`src/rtl/software_timer_table_unit_macros.svh`:
```
// Assertion macros for the software timer table unit.
`ifndef SOFTWARE_TIMER_TABLE_UNIT_MACROS_SVH
`define SOFTWARE_TIMER_TABLE_UNIT_MACROS_SVH
// Implication checked on every clock edge outside reset.
`define STT_ASSERT_IMP(label, clk, rst_n, ante, cons, msg) \
  label: assert property (@(posedge clk) disable iff (!rst_n) (ante) |-> (cons)) \
    else $error(msg);
// Next-cycle implication checked outside reset.
`define STT_ASSERT_NXT(label, clk, rst_n, ante, cons, msg) \
  label: assert property (@(posedge clk) disable iff (!rst_n) (ante) |=> (cons)) \
    else $error(msg);
`endif

```
`src/rtl/stt_pkg.sv`:
```
// Package of codes and constants for the software timer table unit.
`timescale 1ns / 1ps
package stt_pkg;
  localparam int DEF_NUM_TIMERS = 16;
  localparam int ID_W = 4;
  localparam int MAX_SLOTS = 16;

  localparam logic [2:0] OP_CREATE  = 3'd0;
  localparam logic [2:0] OP_START   = 3'd1;
  localparam logic [2:0] OP_QUERY   = 3'd2;
  localparam logic [2:0] OP_STOP    = 3'd3;
  localparam logic [2:0] OP_DELETE  = 3'd4;
  localparam logic [2:0] OP_SERVICE = 3'd5;
  localparam logic [2:0] OP_DONE    = 3'd6;

  localparam logic [2:0] ST_OK      = 3'd0;
  localparam logic [2:0] ST_REFUSED = 3'd1;
  localparam logic [2:0] ST_NOSLOT  = 3'd2;
  localparam logic [2:0] ST_UNKNOWN = 3'd3;
  localparam logic [2:0] ST_PENDING = 3'd4;

  typedef struct packed {
    logic [2:0]  status;
    logic        result_flag;
    logic [3:0]  new_id;
    logic [31:0] remaining_ticks;
    logic        fired;
    logic [3:0]  fired_id;
    logic [31:0] wait_ticks;
  } result_t;
endpackage

```
`src/rtl/software_timer_table_unit.sv`:
```
// Top level of the software timer table unit: slot table, scan sequencer, output register.
`timescale 1ns / 1ps
`include "software_timer_table_unit_macros.svh"
// Usage:
//  Input words arrive on in_tvalid/in_tready/in_tdata; each word gives exactly one
//  result word on out_tvalid/out_tready/out_tdata.
//  in_tdata: operation[2:0], slot id[6:3], timeout[38:7], start_flags[41:39],
//  now_ticks[105:42], zero fill up to bit 111.
//  Start/query/stop/delete/done go from the accepted word to the finish state and
//  then to the output register. Create and service scan all used slots with one
//  shared 64-bit comparator and subtractor, one slot a cycle, before the finish state.
//  The block takes one word at a time; in_tready is low while a word is in work
//  and while the result register still holds a word not yet taken.
//  A stalled receiver holds the result in the output register; no word is lost.
//  Reset (rst_n low, synchronous) clears all slots, marks and the fired record;
//  no clearing pass is needed since every table lives in flip-flops.
module software_timer_table_unit #(
  parameter int NUM_TIMERS = stt_pkg::DEF_NUM_TIMERS
) (
  input  logic         clk,
  input  logic         rst_n,
  input  logic         in_tvalid,
  output logic         in_tready,
  // operation, slot id, timeout, start_flags, now_ticks (low bit up)
  input  logic [111:0] in_tdata,
  output logic         out_tvalid,
  input  logic         out_tready,
  // status, result_flag, new_id, remaining_ticks, fired, fired_id, wait_ticks
  output logic [79:0]  out_tdata
);
  localparam int USED = (NUM_TIMERS < stt_pkg::MAX_SLOTS) ? NUM_TIMERS : stt_pkg::MAX_SLOTS;
  localparam int CW = $clog2(USED + 1);

  localparam logic [1:0] S_IDLE = 2'd0;
  localparam logic [1:0] S_SCAN = 2'd1;
  localparam logic [1:0] S_FIN  = 2'd2;

  logic [1:0] state_r, state_nxt;
  logic [CW-1:0] cnt_r;
  logic [2:0]  op_r;
  logic [3:0]  id_r;
  logic [31:0] to_r;
  logic [2:0]  fl_r;
  logic [63:0] now_r;
  logic        found_r;
  logic [3:0]  best_r;
  logic [63:0] best_exp_r;

  logic [USED-1:0] alloc_r, rep_r, exec_r, delp_r;
  logic [63:0] exp_r [USED];
  logic [31:0] per_r [USED];
  logic [3:0]  fslot_r;
  logic [63:0] fexp_r;

  stt_pkg::result_t res_r, res_nxt;
  logic out_valid_r;

  assign in_tready  = (state_r == S_IDLE) && !out_valid_r;
  assign out_tvalid = out_valid_r;
  assign out_tdata  = {3'b000, res_r.wait_ticks, res_r.fired_id, res_r.fired,
                       res_r.remaining_ticks, res_r.new_id, res_r.result_flag,
                       res_r.status};

  wire accept = in_tvalid && in_tready;
  wire [$clog2(USED)-1:0] sidx = cnt_r[$clog2(USED)-1:0];
  wire [$clog2(USED)-1:0] iidx = id_r[$clog2(USED)-1:0];
  wire [$clog2(USED)-1:0] bidx = best_r[$clog2(USED)-1:0];
  wire [$clog2(USED)-1:0] fidx = fslot_r[$clog2(USED)-1:0];
  wire id_ok = ({28'd0, id_r} < USED) && alloc_r[iidx];
  wire fs_ok = ({28'd0, fslot_r} < USED);

  // shared comparator / subtractor: scan uses slot expiry, finish uses operands
  logic [63:0] cmp_a, cmp_b, diff;
  logic        a_lt_b;
  always_comb begin
    if (state_r == S_SCAN) begin
      cmp_a = exp_r[sidx];
      cmp_b = best_exp_r;
    end else if (op_r == stt_pkg::OP_SERVICE) begin
      cmp_a = now_r;
      cmp_b = best_exp_r;
    end else begin
      cmp_a = now_r;
      cmp_b = exp_r[iidx];
    end
    a_lt_b = cmp_a < cmp_b;
    diff = cmp_b - cmp_a;
  end

  always_comb begin
    state_nxt = state_r;
    unique case (state_r)
      S_IDLE: if (accept) begin
        state_nxt = (in_tdata[2:0] == stt_pkg::OP_CREATE ||
                     in_tdata[2:0] == stt_pkg::OP_SERVICE) ? S_SCAN : S_FIN;
      end
      S_SCAN: if (cnt_r == CW'(USED - 1)) state_nxt = S_FIN;
      S_FIN:  state_nxt = S_IDLE;
      default: state_nxt = S_IDLE;
    endcase
  end

  // result of the finishing cycle
  always_comb begin
    res_nxt = '0;
    case (op_r)
      stt_pkg::OP_START, stt_pkg::OP_QUERY, stt_pkg::OP_STOP, stt_pkg::OP_DELETE: begin
        if (!id_ok) res_nxt.status = stt_pkg::ST_UNKNOWN;
        else if (delp_r[iidx]) res_nxt.status = stt_pkg::ST_PENDING;
        else if (op_r == stt_pkg::OP_START) begin
          if ((exec_r[iidx] && fl_r[1]) || (fl_r[2] && exp_r[iidx] != 64'd0))
            res_nxt.status = stt_pkg::ST_REFUSED;
          else res_nxt.result_flag = 1'b1;
        end else if (op_r == stt_pkg::OP_QUERY) begin
          res_nxt.result_flag = exp_r[iidx] != 64'd0;
          if (exp_r[iidx] != 64'd0 && a_lt_b)
            res_nxt.remaining_ticks = (diff[63:32] != 32'd0) ? '1 : diff[31:0];
        end else if (op_r == stt_pkg::OP_STOP) begin
          res_nxt.result_flag = !exec_r[iidx];
        end
      end
      stt_pkg::OP_CREATE: begin
        if (found_r) res_nxt.new_id = best_r;
        else res_nxt.status = stt_pkg::ST_NOSLOT;
      end
      stt_pkg::OP_SERVICE: begin
        if (fs_ok && exec_r[fidx]) res_nxt.status = stt_pkg::ST_REFUSED;
        else if (!found_r) res_nxt.wait_ticks = '1;
        else if (!a_lt_b) begin
          res_nxt.fired = 1'b1;
          res_nxt.fired_id = best_r;
        end else begin
          res_nxt.wait_ticks = (diff >= 64'hFFFF_FFFE) ? 32'hFFFF_FFFE : diff[31:0];
        end
      end
      stt_pkg::OP_DONE: begin
        if (!fs_ok || !exec_r[fidx]) res_nxt.status = stt_pkg::ST_REFUSED;
        else res_nxt.fired_id = fslot_r;
      end
      default: res_nxt.status = stt_pkg::ST_REFUSED;
    endcase
  end

  // control and table registers
  always_ff @(posedge clk) begin
    if (!rst_n) begin
      state_r <= S_IDLE;
      out_valid_r <= 1'b0;
      cnt_r <= '0;
      found_r <= 1'b0;
      alloc_r <= '0;
      rep_r <= '0;
      exec_r <= '0;
      delp_r <= '0;
      fslot_r <= '0;
      fexp_r <= '0;
      for (int i = 0; i < USED; i++) begin
        exp_r[i] <= '0;
        per_r[i] <= '0;
      end
    end else begin
      state_r <= state_nxt;
      if (out_valid_r && out_tready) out_valid_r <= 1'b0;
      if (accept) begin
        op_r  <= in_tdata[2:0];
        id_r  <= in_tdata[6:3];
        to_r  <= in_tdata[38:7];
        fl_r  <= in_tdata[41:39];
        now_r <= in_tdata[105:42];
        cnt_r <= '0;
        found_r <= 1'b0;
        best_r <= '0;
        best_exp_r <= '0;
      end
      if (state_r == S_SCAN) begin
        cnt_r <= cnt_r + CW'(1);
        if (op_r == stt_pkg::OP_CREATE) begin
          if (!found_r && !alloc_r[sidx]) begin
            found_r <= 1'b1;
            best_r <= 4'(sidx);
          end
        end else if (alloc_r[sidx] && exp_r[sidx] != 64'd0 && (!found_r || a_lt_b)) begin
          found_r <= 1'b1;
          best_r <= 4'(sidx);
          best_exp_r <= exp_r[sidx];
        end
      end
      if (state_r == S_FIN) begin
        res_r <= res_nxt;
        out_valid_r <= 1'b1;
        case (op_r)
          stt_pkg::OP_START: if (res_nxt.result_flag) begin
            exp_r[iidx] <= now_r + {32'd0, to_r};
            rep_r[iidx] <= fl_r[0];
            per_r[iidx] <= to_r;
          end
          stt_pkg::OP_STOP, stt_pkg::OP_DELETE:
            if (res_nxt.status == stt_pkg::ST_OK) begin
              exp_r[iidx] <= '0;
              rep_r[iidx] <= 1'b0;
              if (op_r == stt_pkg::OP_DELETE) begin
                if (exec_r[iidx]) delp_r[iidx] <= 1'b1;
                else begin
                  alloc_r[iidx] <= 1'b0;
                  per_r[iidx] <= '0;
                end
              end
            end
          stt_pkg::OP_CREATE: if (found_r) begin
            alloc_r[bidx] <= 1'b1;
            exp_r[bidx] <= '0;
            per_r[bidx] <= '0;
            rep_r[bidx] <= 1'b0;
            exec_r[bidx] <= 1'b0;
            delp_r[bidx] <= 1'b0;
          end
          stt_pkg::OP_SERVICE: if (res_nxt.fired) begin
            fexp_r <= best_exp_r;
            fslot_r <= best_r;
            exec_r[bidx] <= 1'b1;
            exp_r[bidx] <= '0;
          end
          stt_pkg::OP_DONE: if (res_nxt.status == stt_pkg::ST_OK) begin
            exec_r[fidx] <= 1'b0;
            if (delp_r[fidx]) begin
              alloc_r[fidx] <= 1'b0;
              exp_r[fidx] <= '0;
              per_r[fidx] <= '0;
              rep_r[fidx] <= 1'b0;
              delp_r[fidx] <= 1'b0;
            end else if (rep_r[fidx] && exp_r[fidx] == 64'd0) begin
              exp_r[fidx] <= fexp_r + {32'd0, per_r[fidx]};
            end
          end
          default: ;
        endcase
      end
    end
  end

  `STT_ASSERT_IMP(a_busy_not_ready, clk, rst_n, state_r != S_IDLE, !in_tready,
                  "ready while a word is in work")
  `STT_ASSERT_NXT(a_fin_valid, clk, rst_n, state_r == S_FIN, out_valid_r,
                  "finish did not present a result")
  `STT_ASSERT_IMP(a_fired_exec, clk, rst_n, out_valid_r && res_r.fired,
                  exec_r[res_r.fired_id[$clog2(USED)-1:0]], "fired slot not executing")
endmodule

```
`config.mk`:
```
export PLATFORM = sky130hd
export DESIGN_NAME = software_timer_table_unit
export DESIGN_NICKNAME = d
export VERILOG_FILES = /design/src/rtl/stt_pkg.sv /design/src/rtl/software_timer_table_unit.sv
export VERILOG_INCLUDE_DIRS = /design/src /design/src/rtl
export SDC_FILE = /design/constraint.sdc
export NUM_CORES = 2
export LEC_CHECK = 0
export CAP_MARGIN = 20
export CORE_MARGIN = 1.5
export CORE_UTILIZATION = 39
export DETAILED_ROUTE_END_ITERATION = 10
export DONT_BUFFER_PORTS = 1
export HOLD_SLACK_MARGIN = 0.12
export SYNTH_ARGS = -nofsm -noshare
export SYNTH_HDL_FRONTEND = slang
export SYNTH_SLANG_ARGS = --single-unit
```
`constraint.sdc`:
```
create_clock -name clk -period 18.05 [get_ports clk]
set_clock_uncertainty 0.05 [all_clocks]
set_input_delay 2.7075 -clock clk [delete_from_list [all_inputs] [get_ports clk]]
set_output_delay 2.7075 -clock clk [all_outputs]
set_load 0.05 [all_outputs]
```
==> impl_metrics.yaml <==
layout:
  final_area_sq_um: 115000
  nFillCells: 24200
  drive_gt1_frac: 0.180
  nets: 8390
  final_cells: 11900
  area_growth_pct: 10.3
  fin_util: 0.433
cts:
  clk_latency_ps: 920
  cts_hold_buf: 0
  cts_root_buf: "clkbuf_16"
  post_cts_buffers: 0
  ctsLongestPathBuffers: 4
  cts_tree: "yes"
  clk_pin_slew_worst_paths_ps: 60
  cts_buffers: 210
  htreeDepth: 4
  cts_resized: 0
  cts_sinks: 1940
critical_path:
  cp_common_cell: "buf_4"
  crit_family: "compound AO/OA/AOI/OAI gates"
  critical-path-slowest-cell: "a221oi_1"
  crit_fanout: 46
  endpoint_kind: "flop"
  crit_arrival_ps: 10780
  worst-path-buf-inv: 4
  r2r_slack_ps: 7660
  crit_path_max_incr_delay_ps: 990
  cp.depth: 21
  crit_type: "reg -> reg"
  crit_path_cell_trace: "buf_4 -> buf_4 -> mux4_2 -> a22o_1 -> a221oi_1 -> o21ai_0 -> ha_1 -> a21oi_1 -> o21a_1 -> o221ai_1 -> a211o_1 -> o2bb2ai_1 -> a31o_2 -> o31ai_2 -> mux2i_1 -> or3_1 -> o41ai_2 -> a22oi_2 -> buf_4 -> nand2_4 -> buf_4"
  reg2reg_depth: 21
  startpoint_type: "flop"
  cp.required_ps: 18440
timing:
  slew_viol_final: 3
  rsz0062_at_grt: "false"
  fin_setup_tns_ps: 0
  holdWs_ps: 425
  worst_pin_slew_ps: 1570
  post-route-min-period_ps: 10390
  finalWorstSetupSlack_ps: 7660
  finalHoldViolations: 0
  final-setup-viol-count: 0
  fin_crit_sh: 0.576
  slew_headroom: -0.0462
  clock.fmax_ghz: 0.0962
drt:
  drt.antenna.violating_nets: 0
  drc_errors: 0
  drt_first_pass_iters: 7
  avgRoutedWirePerCell_microns: 36.0
  via_count: 80000
  totalWireLength_microns: 427000
  drt_iter0_drc: 14000
  viasPerCell: 6.74
floorplan:
  start_util: 0.393
  io_pins: 198
  die_x_microns: 520
  die_h_microns: 520
  row_count: 189
  die-area_sq_um: 271000
  core_area_sq_um: 266000
synth:
  synth-edff-count: 1787
  ys.warnings.count: 0
  ys_seq_elements: 1940
  avgSynthCellArea_sq_um: 12.4
  synthCells: 8381
  ys_seq_area_frac: 0.544
  async_reset_ff_frac: 0
  yosys_most_used_dff: "edfxtp_1"
  synthesis.area_sq_um: 104000
  synth_cell_type_count: 89
grt:
  overflow: 0
  groute.usage.overall: 0.308
  grt_pass1_wl_microns: 588000
  antenna_found_initial: 60
  grt_pass1_vias: 73600
  grt_max_degree: 245
outcome:
  violations: "max-slew violations"
  status: "finished with violations"
placement:
  gp_routability_congestion: 1.05
  place_ws_ps: 8050
  port_buffers: 0
  dp_cells: 11400
  dpl_cell_area_sq_um: 108000
  place.detailed.hpwl_microns: 298000
power_and_ir_drop:
  p_leak_nw: 38.2
  power_mw: 11.3
  p_per_area_nw_per_um2: 98.1
  ir_worst_vdd_mv: 0.0827
worst_hold_path:
  whs_path_depth: 2
  worstHoldPathType: "reg -> reg"
run:
  maxCapViolations: 0
cells in the final DEF (no fill, tap or decap), types with 27 or more instances in the layout:
cell type,instances
a22oi_1,27
o21a_1,27
nor2b_1,131
diode_2,40
xor2_1,67
nor2_1,1715
nand4_1,104
inv_1,116
buf_4,199
and2_1,35
a21oi_2,56
nor3_1,93
nand2_1,476
edfxtp_1,1787
mux2_2,34
ha_1,130
a221oi_1,61
nor4_1,226
clkinv_2,36
a21o_1,46
nand2b_1,29
and3_1,41
a211oi_1,29
mux2i_1,127
clkbuf_1,44
a22o_1,52
a31oi_1,65
o21ai_0,308
mux4_2,756
a21oi_1,269
nand3_1,166
clkbuf_16,212
clkinv_1,50
a21boi_0,85
xnor2_1,99
dfxtp_1,142
Yosys cell counts (all sizes together), types with 21 or more instances:
library cell  count  share of area
mux2i           127          0.012
a22oi            33         0.0024
a221oi           68         0.0057
mux2             35         0.0038
a21oi           327          0.018
and2             37         0.0022
a22o             52         0.0044
o21a             28         0.0020
nor4            233          0.014
mux4            756           0.16
buf             274          0.014
edfxtp         1787           0.51
a21o             46         0.0033
nand3           166         0.0080
xnor2            99         0.0083
and3             41         0.0025
inv             118         0.0042
ha              130          0.016
nor2b           135         0.0081
a31oi            65         0.0039
nor2           1718          0.062
nand4           104         0.0062
dfxtp           153          0.029
a211oi           30         0.0022
a21boi           86         0.0062
clkbuf          408          0.015
xor2             67         0.0056
o21ai           319          0.015
o211ai           21         0.0015
nor4b            21         0.0018
nor3             97         0.0047
nand2b           29         0.0017
nand2           519          0.019
final timing paths:
path,startpoint,to
worst max register to register,flop,exp_r[3][10]
worst max-delay path,flop,exp_r[3][10]
worst min register to register,fexp_r[20],fexp_r[20]
worst min-delay path,fexp_r[20],fexp_r[20]
cell families after synthesis:
logic type / count (synthesis) / share of synthesized area
AOI/OAI and AO/OA: 1233 / 0.0780
buffers and inverters: 802 / 0.0328
xor gates and xnor gates: 166 / 0.0139
other: 1 / 0.0000360
DFF: 1940 / 0.544
adders and majority gates: 133 / 0.0162
muxes: 918 / 0.179
and+or+nand+nor: 3188 / 0.136
sequential cells by signal, summed over array words and instances (netlist names), named ones only:
register	count
per_r	512
fexp_r	64
to_r	32
out_tvalid	1
fidx	4
out_tdata	77
now_r	64
rep_r	16
exec_r	16
id_r	4
delp_r	16
op_r	3
exp_r	1024
state_r	2
alloc_r	16
best_exp_r	64
found_r	1
cnt_r	5
fl_r	3
best_r	4
worst register-to-register path, delay by kind of cell, from the launching register on:
family / cells / cell delay [ps]
compound gates: 12 / 4070
buf+inv: 4 / 2460
mux: 2 / 1470
simple gates: 2 / 630
flops: 1 / 580
fa+ha+maj: 1 / 450
cell type report:
| class | instances | area (sq um) | share of cell area |
|---|---|---|---|
| antenna | 40 | 100 | 0.000870 |
| multi-input combinational | 5641 | 44800 | 0.389 |
| inverter | 120 | 454 | 0.00395 |
| sequential | 1940 | 56800 | 0.494 |
| tap | 3533 | 4420 | 0.0384 |
| timing repair buffer | 228 | 2030 | 0.0176 |
| clock buffer | 259 | 5510 | 0.0479 |
| clock inverter | 112 | 951 | 0.00827 |
metal layers:
metal / wire length [microns] / global-route usage / up-vias
li1: - / - / 31600
met1: 153000 / 0.404 / 40300
met2: 181000 / 0.445 / 6669
met3: 62600 / 0.105 / 1406
met4: 29800 / 0.172 / 48
met5: 551 / 0.00456 / -
power by group:
part,internal (mW),switching (mW)
Sequential,5.06,0.181
Clock,2.35,1.88
Combinational,0.549,1.25
Total,7.96,3.31
Note: power is estimated with default switching activity, not from simulation.
